<file path="src/design/gqmv_pkg.sv">
// shared types and constants of the group quantized matrix-vector row block
package gqmv_pkg;

    localparam int ELEM_W     = 8;
    localparam int PROD_W     = 16;
    localparam int SCALE_W    = 24;
    localparam int SPROD_W    = 48;
    localparam int SFRAC      = 16;
    localparam int SCALE_Q_W  = 32;
    localparam int ACC_W      = 64;
    localparam int ROWLEN_W   = 13;
    localparam int ROWCNT_W   = 16;
    localparam int CFG_IDX_W  = 2;
    localparam int CFG_DATA_W = 16;

    typedef logic [CFG_IDX_W-1:0] t_cfg_idx;

    localparam t_cfg_idx CFG_ROW_LENGTH = 2'd0;
    localparam t_cfg_idx CFG_ROW_COUNT  = 2'd1;

    typedef enum logic [1:0] {
        ST_IDLE,
        ST_SUM,
        ST_TERM,
        ST_ACC
    } t_state;

    typedef struct packed {
        logic load;
        logic grp_end;
    } t_merge_ctl;

    typedef struct packed {
        logic load_prod;
        logic load_term;
        logic acc_add;
        logic acc_clear;
    } t_scale_ctl;

endpackage

</file>
<file path="src/design/gqmv_in_if.sv">
// input item channel: lane elements and group scales
interface gqmv_in_if #(
    parameter int LANES = 4
);
    import gqmv_pkg::*;

    logic                      valid;
    logic                      ready;
    logic [ELEM_W*LANES-1:0]   act_q;
    logic [ELEM_W*LANES-1:0]   wt_q;
    logic [SCALE_W-1:0]        act_scale;
    logic [SCALE_W-1:0]        wt_scale;

    modport source (output valid, act_q, wt_q, act_scale, wt_scale, input ready);
    modport sink   (input valid, act_q, wt_q, act_scale, wt_scale, output ready);
endinterface

</file>
<file path="src/design/gqmv_out_if.sv">
// result item channel: row value, index and flags
interface gqmv_out_if;
    import gqmv_pkg::*;

    logic                     valid;
    logic                     ready;
    logic signed [ACC_W-1:0]  row_value;
    logic [ROWCNT_W-1:0]      row_index;
    logic                     last_row;
    logic                     saturated;

    modport source (output valid, row_value, row_index, last_row, saturated, input ready);
    modport sink   (input valid, row_value, row_index, last_row, saturated, output ready);
endinterface

</file>
<file path="src/design/gqmv_cfg_if.sv">
// configuration write channel
interface gqmv_cfg_if;
    import gqmv_pkg::*;

    logic                  valid;
    logic                  ready;
    t_cfg_idx              index;
    logic [CFG_DATA_W-1:0] data;

    modport source (output valid, index, data, input ready);
    modport sink   (input valid, index, data, output ready);
endinterface

</file>
<file path="src/design/gqmv_lane.sv">
// one lane: registered signed product of an activation and a weight element
module gqmv_lane (
    input  logic                                i_clk,
    input  logic                                i_load,
    input  logic signed [gqmv_pkg::ELEM_W-1:0]  i_act,
    input  logic signed [gqmv_pkg::ELEM_W-1:0]  i_wt,
    output logic signed [gqmv_pkg::PROD_W-1:0]  o_prod
);
    import gqmv_pkg::*;

    logic signed [PROD_W-1:0] r_prod;

    always_ff @(posedge i_clk) begin
        if (i_load) begin
            r_prod <= PROD_W'(i_act) * PROD_W'(i_wt);
        end
    end

    assign o_prod = r_prod;

endmodule

</file>
<file path="src/design/gqmv_merge.sv">
// merging stage: adds the lane products into the running group sum
module gqmv_merge #(
    parameter int LANES = 4,
    parameter int SUM_W = 21
) (
    input  logic                                i_clk,
    input  logic                                i_rst_n,
    input  gqmv_pkg::t_merge_ctl                i_ctl,
    input  logic [gqmv_pkg::PROD_W*LANES-1:0]   i_prods,
    output logic signed [SUM_W-1:0]             o_grp_sum
);
    import gqmv_pkg::*;

    logic signed [SUM_W-1:0] r_gsum;
    logic signed [SUM_W-1:0] r_held;
    logic signed [SUM_W-1:0] n_total;

    always_comb begin
        n_total = r_gsum;
        for (int k = 0; k < LANES; k++) begin
            n_total = n_total + SUM_W'($signed(i_prods[k*PROD_W +: PROD_W]));
        end
    end

    always_ff @(posedge i_clk) begin
        if (!i_rst_n) begin
            r_gsum <= '0;
        end else if (i_ctl.load) begin
            r_gsum <= i_ctl.grp_end ? '0 : n_total;
        end
    end

    always_ff @(posedge i_clk) begin
        if (i_ctl.load) begin
            r_held <= n_total;
        end
    end

    assign o_grp_sum = r_held;

endmodule

</file>
<file path="src/design/gqmv_scale.sv">
// group end path: scale product, group term and saturating row accumulator
module gqmv_scale #(
    parameter int SUM_W = 21
) (
    input  logic                                   i_clk,
    input  logic                                   i_rst_n,
    input  gqmv_pkg::t_scale_ctl                   i_ctl,
    input  logic [gqmv_pkg::SCALE_W-1:0]           i_act_scale,
    input  logic [gqmv_pkg::SCALE_W-1:0]           i_wt_scale,
    input  logic signed [SUM_W-1:0]                i_grp_sum,
    output logic signed [gqmv_pkg::ACC_W-1:0]      o_acc_sum,
    output logic                                   o_sat_sum
);
    import gqmv_pkg::*;

    localparam int TERM_W = SUM_W + SCALE_Q_W + 1;

    logic [SPROD_W-1:0]        r_sprod;
    logic signed [ACC_W-1:0]   r_term;
    logic signed [ACC_W-1:0]   r_acc;
    logic                      r_sat;

    logic signed [SCALE_Q_W:0] n_scale_q;
    logic signed [TERM_W-1:0]  n_term;
    logic signed [ACC_W:0]     n_wide;
    logic                      n_ovf;

    // scale product in q16.16, the top bits of a 24x24 product always fit
    assign n_scale_q = $signed({1'b0, r_sprod[SPROD_W-1:SFRAC]});
    assign n_term    = TERM_W'(i_grp_sum) * TERM_W'(n_scale_q);

    assign n_wide = {r_acc[ACC_W-1], r_acc} + {r_term[ACC_W-1], r_term};
    assign n_ovf  = n_wide[ACC_W] != n_wide[ACC_W-1];

    always_comb begin
        if (!n_ovf) begin
            o_acc_sum = n_wide[ACC_W-1:0];
        end else if (n_wide[ACC_W]) begin
            o_acc_sum = {1'b1, {(ACC_W-1){1'b0}}};
        end else begin
            o_acc_sum = {1'b0, {(ACC_W-1){1'b1}}};
        end
    end

    assign o_sat_sum = r_sat | n_ovf;

    always_ff @(posedge i_clk) begin
        if (i_ctl.load_prod) begin
            r_sprod <= SPROD_W'(i_act_scale) * SPROD_W'(i_wt_scale);
        end
        if (i_ctl.load_term) begin
            r_term <= {{(ACC_W-TERM_W){n_term[TERM_W-1]}}, n_term};
        end
    end

    always_ff @(posedge i_clk) begin
        if (!i_rst_n) begin
            r_acc <= '0;
            r_sat <= 1'b0;
        end else if (i_ctl.acc_add) begin
            if (i_ctl.acc_clear) begin
                r_acc <= '0;
                r_sat <= 1'b0;
            end else begin
                r_acc <= o_acc_sum;
                r_sat <= o_sat_sum;
            end
        end
    end

endmodule

</file>
<file path="src/design/group_quantized_matvec_row.sv">
// top level of the group quantized matrix-vector row engine
//
// usage: i_in takes one item per handshake, LANES signed 8-bit activation
// and weight pairs plus the activation and weight scales of the current
// group (unsigned q8.16, only looked at on the item that closes a group).
// o_out gives one item per finished row: the saturating q.16 row value,
// the row index, a last-row flag and a saturation flag.
// i_cfg writes row_length (index 0) and row_count (index 1); it is always
// ready and should be written between items.
// flow: i_in is ready only in the idle state, so an item is taken only once
// the last one is through; the group end item goes through the shared scale
// multiply, the term multiply and the 64-bit saturating add in turn.
// a row result is registered into o_out from the accumulate state.
// o_out is a registered output: the next items are accepted while a result
// waits; only a row end that meets a still-full output waits for it.
// reset: synchronous, clears the row, group and index state and loads
// row_length = 32 and row_count = 1; there is no clearing pass.
module group_quantized_matvec_row #(
    parameter int GROUP_SIZE     = 32,
    parameter int LANES          = 4,
    parameter int MAX_ROW_LENGTH = 4096
) (
    input  logic       i_clk,
    input  logic       i_rst_n,
    gqmv_in_if.sink    i_in,
    gqmv_cfg_if.sink   i_cfg,
    gqmv_out_if.source o_out
);
    import gqmv_pkg::*;

    localparam int SUM_W  = $clog2(GROUP_SIZE) + 16;
    localparam int POS_W  = $clog2(MAX_ROW_LENGTH + 2*GROUP_SIZE + 8192);
    localparam int IG_W   = $clog2(GROUP_SIZE + 1);

    t_state                  r_state;
    t_state                  n_state;

    logic [ROWLEN_W-1:0]     r_row_length;
    logic [ROWCNT_W-1:0]     r_row_count;

    logic [POS_W-1:0]        r_grp_start;
    logic [IG_W-1:0]         r_in_grp;
    logic                    r_grp_end;
    logic                    r_row_end;
    logic [ROWCNT_W-1:0]     r_row_cnt;

    logic                    r_out_valid;
    logic signed [ACC_W-1:0] r_out_value;
    logic [ROWCNT_W-1:0]     r_out_index;
    logic                    r_out_last;
    logic                    r_out_sat;

    logic                    accept;
    logic                    out_free;
    logic                    out_write;
    logic [IG_W-1:0]         n_in_grp;
    logic                    grp_full;
    logic [POS_W-1:0]        n_grp_start;
    logic [POS_W-1:0]        len_ext;
    logic [POS_W-1:0]        len_clamp;
    logic                    n_row_end;
    logic [ROWCNT_W-1:0]     rows_eff;
    logic [ROWCNT_W:0]       n_cnt_inc;
    logic                    n_last;

    t_merge_ctl              merge_ctl;
    t_scale_ctl              scale_ctl;
    logic [PROD_W*LANES-1:0] prods;
    logic signed [SUM_W-1:0] grp_sum;
    logic signed [ACC_W-1:0] acc_sum;
    logic                    sat_sum;

    // configuration
    assign i_cfg.ready = 1'b1;

    always_ff @(posedge i_clk) begin
        if (!i_rst_n) begin
            r_row_length <= ROWLEN_W'(32);
            r_row_count  <= ROWCNT_W'(1);
        end else if (i_cfg.valid) begin
            case (i_cfg.index)
                CFG_ROW_LENGTH: r_row_length <= i_cfg.data[ROWLEN_W-1:0];
                CFG_ROW_COUNT:  r_row_count  <= i_cfg.data[ROWCNT_W-1:0];
                default: ;
            endcase
        end
    end

    // position tracking inside the row
    assign accept   = i_in.valid && i_in.ready;
    assign n_in_grp = r_in_grp + IG_W'(LANES);
    assign grp_full = n_in_grp == IG_W'(GROUP_SIZE);
    assign n_grp_start = grp_full ? r_grp_start + POS_W'(GROUP_SIZE) : r_grp_start;
    assign len_ext  = POS_W'(r_row_length);

    always_comb begin
        if (len_ext < POS_W'(GROUP_SIZE)) begin
            len_clamp = POS_W'(GROUP_SIZE);
        end else if (len_ext > POS_W'(MAX_ROW_LENGTH)) begin
            len_clamp = POS_W'(MAX_ROW_LENGTH);
        end else begin
            len_clamp = len_ext;
        end
    end

    // row ends once no whole group is left below the clamped length
    assign n_row_end = (n_grp_start + POS_W'(GROUP_SIZE)) > len_clamp;

    always_ff @(posedge i_clk) begin
        if (!i_rst_n) begin
            r_grp_start <= '0;
            r_in_grp    <= '0;
            r_grp_end   <= 1'b0;
            r_row_end   <= 1'b0;
        end else if (accept) begin
            r_grp_end <= grp_full || n_row_end;
            r_row_end <= n_row_end;
            if (n_row_end) begin
                r_grp_start <= '0;
                r_in_grp    <= '0;
            end else begin
                r_grp_start <= n_grp_start;
                r_in_grp    <= grp_full ? '0 : n_in_grp;
            end
        end
    end

    // sequencer
    assign out_free = !r_out_valid || o_out.ready;

    always_ff @(posedge i_clk) begin
        if (!i_rst_n) begin
            r_state <= ST_IDLE;
        end else begin
            r_state <= n_state;
        end
    end

    always_comb begin
        n_state = r_state;
        case (r_state)
            ST_IDLE: begin
                if (accept) begin
                    n_state = ST_SUM;
                end
            end
            ST_SUM: begin
                n_state = r_grp_end ? ST_TERM : ST_IDLE;
            end
            ST_TERM: begin
                n_state = ST_ACC;
            end
            ST_ACC: begin
                if (!r_row_end || out_free) begin
                    n_state = ST_IDLE;
                end
            end
            default: begin
                n_state = ST_IDLE;
            end
        endcase
    end

    always_comb begin
        i_in.ready          = 1'b0;
        merge_ctl.load      = 1'b0;
        merge_ctl.grp_end   = r_grp_end;
        scale_ctl.load_prod = accept;
        scale_ctl.load_term = 1'b0;
        scale_ctl.acc_add   = 1'b0;
        scale_ctl.acc_clear = r_row_end;
        out_write           = 1'b0;
        case (r_state)
            ST_IDLE: begin
                i_in.ready = 1'b1;
            end
            ST_SUM: begin
                merge_ctl.load = 1'b1;
            end
            ST_TERM: begin
                scale_ctl.load_term = 1'b1;
            end
            ST_ACC: begin
                scale_ctl.acc_add = !r_row_end || out_free;
                out_write         = r_row_end && out_free;
            end
            default: ;
        endcase
    end

    // lanes and merge
    for (genvar k = 0; k < LANES; k++) begin : g_lane
        gqmv_lane u_lane (
            .i_clk  (i_clk),
            .i_load (accept),
            .i_act  (i_in.act_q[k*ELEM_W +: ELEM_W]),
            .i_wt   (i_in.wt_q[k*ELEM_W +: ELEM_W]),
            .o_prod (prods[k*PROD_W +: PROD_W])
        );
    end

    gqmv_merge #(
        .LANES (LANES),
        .SUM_W (SUM_W)
    ) u_merge (
        .i_clk     (i_clk),
        .i_rst_n   (i_rst_n),
        .i_ctl     (merge_ctl),
        .i_prods   (prods),
        .o_grp_sum (grp_sum)
    );

    gqmv_scale #(
        .SUM_W (SUM_W)
    ) u_scale (
        .i_clk       (i_clk),
        .i_rst_n     (i_rst_n),
        .i_ctl       (scale_ctl),
        .i_act_scale (i_in.act_scale),
        .i_wt_scale  (i_in.wt_scale),
        .i_grp_sum   (grp_sum),
        .o_acc_sum   (acc_sum),
        .o_sat_sum   (sat_sum)
    );

    // row index and output register
    assign rows_eff  = (r_row_count == '0) ? ROWCNT_W'(1) : r_row_count;
    assign n_cnt_inc = {1'b0, r_row_cnt} + (ROWCNT_W+1)'(1);
    assign n_last    = n_cnt_inc >= {1'b0, rows_eff};

    always_ff @(posedge i_clk) begin
        if (!i_rst_n) begin
            r_row_cnt   <= '0;
            r_out_valid <= 1'b0;
        end else begin
            if (out_write) begin
                r_out_valid <= 1'b1;
                r_row_cnt   <= n_last ? '0 : n_cnt_inc[ROWCNT_W-1:0];
            end else if (o_out.ready) begin
                r_out_valid <= 1'b0;
            end
        end
    end

    always_ff @(posedge i_clk) begin
        if (out_write) begin
            r_out_value <= acc_sum;
            r_out_index <= r_row_cnt;
            r_out_last  <= n_last;
            r_out_sat   <= sat_sum;
        end
    end

    assign o_out.valid     = r_out_valid;
    assign o_out.row_value = r_out_value;
    assign o_out.row_index = r_out_index;
    assign o_out.last_row  = r_out_last;
    assign o_out.saturated = r_out_sat;

`ifndef SYNTHESIS
    a_row_end_closes_grp: assert property (@(posedge i_clk) disable iff (!i_rst_n)
        r_row_end |-> r_grp_end)
        else $error("row end without group end");

    a_in_grp_range: assert property (@(posedge i_clk) disable iff (!i_rst_n)
        r_in_grp < IG_W'(GROUP_SIZE))
        else $error("group element count out of range");

    a_accept_to_sum: assert property (@(posedge i_clk) disable iff (!i_rst_n)
        accept |=> (r_state == ST_SUM))
        else $error("accepted item did not reach merge stage");

    a_term_only_grp_end: assert property (@(posedge i_clk) disable iff (!i_rst_n)
        (r_state == ST_TERM) |-> r_grp_end)
        else $error("term stage without group end");

    a_write_shows_result: assert property (@(posedge i_clk) disable iff (!i_rst_n)
        out_write |=> o_out.valid)
        else $error("row result not presented");
`endif

endmodule

</file>
<file path="src/flat_wrapper.sv">
// flat-port wrapper written by rule: the top's interface ports become plain ports
module group_quantized_matvec_row_flat import gqmv_pkg::*;
#(
    parameter int GROUP_SIZE     = 32,
    parameter int LANES          = 4,
    parameter int MAX_ROW_LENGTH = 4096
)
  (i_clk, i_rst_n, i_in_valid, i_in_act_q, i_in_wt_q, i_in_act_scale, i_in_wt_scale, i_in_ready, i_cfg_valid, i_cfg_index, i_cfg_data, i_cfg_ready, o_out_valid, o_out_row_value, o_out_row_index, o_out_last_row, o_out_saturated, o_out_ready);
  gqmv_in_if #(.LANES(LANES)) i_in_i ();
  gqmv_cfg_if i_cfg_i ();
  gqmv_out_if o_out_i ();
  input  logic i_clk;
  input  logic i_rst_n;
  input wire logic [$bits(i_in_i.valid)-1:0] i_in_valid;
  input wire logic [$bits(i_in_i.act_q)-1:0] i_in_act_q;
  input wire logic [$bits(i_in_i.wt_q)-1:0] i_in_wt_q;
  input wire logic [$bits(i_in_i.act_scale)-1:0] i_in_act_scale;
  input wire logic [$bits(i_in_i.wt_scale)-1:0] i_in_wt_scale;
  output wire logic [$bits(i_in_i.ready)-1:0] i_in_ready;
  input wire logic [$bits(i_cfg_i.valid)-1:0] i_cfg_valid;
  input wire logic [$bits(i_cfg_i.index)-1:0] i_cfg_index;
  input wire logic [$bits(i_cfg_i.data)-1:0] i_cfg_data;
  output wire logic [$bits(i_cfg_i.ready)-1:0] i_cfg_ready;
  output wire logic [$bits(o_out_i.valid)-1:0] o_out_valid;
  output wire logic [$bits(o_out_i.row_value)-1:0] o_out_row_value;
  output wire logic [$bits(o_out_i.row_index)-1:0] o_out_row_index;
  output wire logic [$bits(o_out_i.last_row)-1:0] o_out_last_row;
  output wire logic [$bits(o_out_i.saturated)-1:0] o_out_saturated;
  input wire logic [$bits(o_out_i.ready)-1:0] o_out_ready;
  assign i_in_i.valid = i_in_valid;
  assign i_in_i.act_q = i_in_act_q;
  assign i_in_i.wt_q = i_in_wt_q;
  assign i_in_i.act_scale = i_in_act_scale;
  assign i_in_i.wt_scale = i_in_wt_scale;
  assign i_in_ready = i_in_i.ready;
  assign i_cfg_i.valid = i_cfg_valid;
  assign i_cfg_i.index = i_cfg_index;
  assign i_cfg_i.data = i_cfg_data;
  assign i_cfg_ready = i_cfg_i.ready;
  assign o_out_valid = o_out_i.valid;
  assign o_out_row_value = o_out_i.row_value;
  assign o_out_row_index = o_out_i.row_index;
  assign o_out_last_row = o_out_i.last_row;
  assign o_out_saturated = o_out_i.saturated;
  assign o_out_i.ready = o_out_ready;
  group_quantized_matvec_row #(.GROUP_SIZE(GROUP_SIZE), .LANES(LANES), .MAX_ROW_LENGTH(MAX_ROW_LENGTH)) u_core (.i_clk(i_clk), .i_rst_n(i_rst_n), .i_in(i_in_i), .i_cfg(i_cfg_i), .o_out(o_out_i));
endmodule
</file>
<file path="config.mk">
export PLATFORM = sky130hd
export DESIGN_NAME = group_quantized_matvec_row_flat
export DESIGN_NICKNAME = d
export VERILOG_FILES = /design/src/design/gqmv_pkg.sv /design/src/design/gqmv_in_if.sv /design/src/design/gqmv_out_if.sv /design/src/design/gqmv_cfg_if.sv /design/src/design/gqmv_lane.sv /design/src/design/gqmv_merge.sv /design/src/design/gqmv_scale.sv /design/src/design/group_quantized_matvec_row.sv /design/src/flat_wrapper.sv
export SDC_FILE = /design/constraint.sdc
export NUM_CORES = 2
export LEC_CHECK = 0
export BUFFER_PORTS_ARGS = -buffer_cell sky130_fd_sc_hd__clkbuf_2
export CORE_MARGIN = 2
export CORE_UTILIZATION = 65
export DETAILED_ROUTE_END_ITERATION = 10
export GPL_TIMING_DRIVEN = 0
export PLACE_DENSITY = 0.86
export SYNTH_ARGS = -nofsm -noshare
export SYNTH_HDL_FRONTEND = slang
export SYNTH_HIERARCHICAL = 1
export SYNTH_SLANG_ARGS = --single-unit
</file>
<file path="constraint.sdc">
create_clock -name i_clk -period 14.8 [get_ports i_clk]
set_input_delay 2.96 -clock i_clk [delete_from_list [all_inputs] [get_ports i_clk]]
set_output_delay 2.96 -clock i_clk [all_outputs]
set_load 0.05 [all_outputs]
</file>
==> summary.md <==
| Metric | Value |
|---|---|
| Status | `finished clean` |
| Die X | `roughly 340 µm` |
| Vias per cell | `5.76` |
| Worst Hold Slack | `0.440 ns` |
| Largest area contributor in the netlist | `fa_1` |
| Sink Count | `between 400 and 500` |
| Filler Cells Inserted | `8545` |
| Max Cap Viol | `0` |
| Endpoints failing hold | `0` |
| Synth warn | `6` |
| Post-CTS Setup Inserts | `0` |
| CTS Buf Count | `between 40 and 50` |
| Top delay family on crit path | `adder cells` |
| Detailed Route Iter0 Violations | `4862` |
| Clk_lat worst skew | `0.63 ns` |
| Critical path's largest stage delay | `0.63 ns` |
| CTS tree | `built` |
| NumNets Final | `10223` |
| Starting Density | `between 60% and 70%` |
| Placed cell area | `roughly 0.075 mm²` |
| Final slew viol count | `0` |
| Die Height | `338 µm` |
| Max frequency | `97.5 MHz` |
| Top_reg_cell synth | `edfxtp_1` |
| Seq/Total Area, Yosys | `14.6%` |
| TNS Setup | `0 ns` |
| Final period utilization | `69.3%` |
| Clock-pin slew on the worst setup and hold paths | `0.06 ns` |
| WP data required | `15.16 ns` |
| Largest net degree at the start of global routing | `72` |
| # hold bufs at CTS | `0` |
| Syn nets | `9953` |
| EDFF count, synth | `253` |
| Post-route minimum period | `between 10 and 15 ns` |
| Core area | `0.111 mm²` |
| GPL Wtd Cong | `1.04` |
| Cell Area, Synth | `0.0724 mm²` |
| R2R depth | `23` |
| Port Buffers | `roughly 220` |
| Ports | `between 200 and 250` |
| Crit path depth | `27` |
| Dominant combinational cell family by area after synthesis | `adder cells` |
| Final setup viols | `0` |
| Vias in the first global route | `slightly below 60000` |
| Top-area cell type share of the netlist area | `approximately 37%` |
| Max clock buf depth | `3` |
| Die area | `roughly 0.11 mm²` |
| Cells after Synth | `7898` |
| Ratio of cells with drive above 1 in the final layout | `5.47%` |
| Commonest cells after routing, fill and taps aside | `inv_1, fa_1, nand2_1` |
| GRT Total Usage | `a little over a third` |
| Worst Setup Start Kind | `input port` |
| Most common cell after layout, fill and taps aside | `inv_1` |
| Hold path depth | `2` |
| Area Growth Syn to Fin | `6.52%` |
| Post-route ant nets | `0` |
| Synth Area in Compound Gates | `roughly 8%` |
| Crit Path Class | `in -> reg` |
| Resized cells post-CTS | `0` |
| Hold WC Path Type | `reg -> reg` |
| Row count | `about 120` |
| Critical Path End Type | `register` |
| #FFs+latches synth | `402` |
| Residual DRC | `0` |
| Area share of fa/ha/maj cells after synthesis | `roughly 47%` |
| Rel. slew slack | `21.6%` |
| Crit path buf inv count | `9` |
| First-pass GRT wire length | `approximately 310 mm` |
| Per-cell routed wire length | `20.0 µm` |
| Crit path arrival time | `10.62 ns` |
| Final Util | `69.8%` |
| H-Tree Depth | `2` |
| Post-synth ARST share | `0%` |
| GRT overflow | `0` |
| DPL Wire Length | `163 mm` |
| CP Max Fanout | `10` |
| Drt total wl | `slightly below 200 mm` |
| DRT Pass-1 Iters | `6` |
| Synth Area in Simple Gates | `between 10% and 20%` |
| Area contributors post-synth | `fa_1, edfxtp_1, ha_1` |
| Critical-path top delay cell | `clkbuf_1` |
| RSZ-0062 raised after global routing | `false` |
| Fin area | `0.0771 mm²` |
| Mean area per synthesized cell | `9.17 µm²` |
| Worst-margin pin slew | `1.17 ns` |
| Distinct cell type count of the synthesized netlist | `~110` |
| Number of antenna violations at the first check in global routing | `1` |
| Root Buffer | `clkbuf_16` |
| Xor/xnor share of the synthesized area | `about 2.9%` |
| Fin Clk Skew | `0.0303 ns` |
| Mux cell area share after synthesis | `0.211%` |
| DR vias | `55862` |
## registers in the layout, summed over array words and instances, names as in the netlist, 13 cells and up
signal	flops
u_core/g_lane.u_lane/o_prod	64
u_core/o_out.row_index	16
u_core/o_out.row_value	64
u_core/r_row_cnt	16
u_core/r_row_count	16
u_core/r_row_length	13
u_core/u_merge/o_grp_sum	21
u_core/u_merge/r_gsum	21
u_core/u_scale/r_acc	64
u_core/u_scale/r_sprod	32
u_core/u_scale/r_term	54
## layer usage
layer	part of all wire (%)	vias up	track usage, %
li1	-	24818	-
met2	47	2650	57.9
met4	5.5	0	16.5
met1	38	27782	44.5
met5	0	-	0
met3	8.9	612	7.12
## area by class of cell
type | instances | area [µm²] | share of cell area [%]
multi-input combinational | 5381 | 53800 | 69.7
sequential | 402 | 10600 | 13.7
inverter | 1781 | 6690 | 8.67
tap | 1488 | 1860 | 2.41
clock buffer | 66 | 1390 | 1.81
buffer | 334 | 1380 | 1.78
timing repair buffer | 222 | 1180 | 1.53
clock inverter | 20 | 256 | 0.333
antenna | 2 | 5.00 | 0.00649
## cell usage after synthesis (14+ instances only)
cell type,n
o211ai_1,63
edfxtp_1,253
nor3_1,49
a211oi_1,18
xor2_1,77
nor2_1,149
nand2b_1,36
inv_1,1780
ha_1,598
o21ai_0,178
o21bai_1,30
xnor2_1,156
and2_1,750
nand3_1,72
dfxtp_1,149
o21ai_1,14
nor2b_1,89
and3_1,27
nand2_1,1006
a22o_1,18
buf_2,34
clkbuf_1,280
nand4_1,55
fa_1,1322
a21oi_1,262
o21a_1,42
or2_2,15
o211ai_2,31
nor4_1,20
a21o_1,71
## cell families (layout without fill, tap and decap cells)
kind of cell | after synthesis | count (layout)
other cells | 1 | 3
fa+ha+maj | 1920 | 1920
xor+xnor | 234 | 234
mux | 14 | 14
buf+inv | 2115 | 2423
compound gates | 871 | 871
flops | 402 | 402
simple gates | 2341 | 2341
## worst register-to-register path, delay by kind of cell (launching register included)
kind,cells,cell delay [ns]
adders and majority gates,8,3.88
AOI/OAI and AO/OA,5,2.15
buffers and inverters,7,1.26
and+or+nand+nor,3,0.65
DFF,1,0.56
## stage by stage
step / instances / setup WS (ns)
after CTS: 9694 / 4.67
after global placement: 9604 / 4.05
after detailed placement: 9608 / 4.01
final: 9696 / 4.54
after floorplan: 7898 / 5.59
after global routing: 9694 / 4.27
## final timing paths
kind	start	endpoint	slack (ns)
worst max-delay path	i_in_act_scale[12]	u_core/u_scale/r_sprod[47]$_DFFE_PP_	4.54
worst min-delay path	u_core/u_scale/r_sat$_SDFFE_PN0P_	u_core/u_scale/r_sat$_SDFFE_PN0P_	0.44
worst max register to register	u_core/u_merge/o_grp_sum[8]$_DFFE_PP_	u_core/u_scale/r_term[52]$_DFFE_PP_	5.99
worst min register to register	u_core/u_scale/r_sat$_SDFFE_PN0P_	u_core/u_scale/r_sat$_SDFFE_PN0P_	0.44
Power is left out: the tool's default activity adds up to more than one toggle a clock period on the data nets, which glitch-free logic cannot reach.
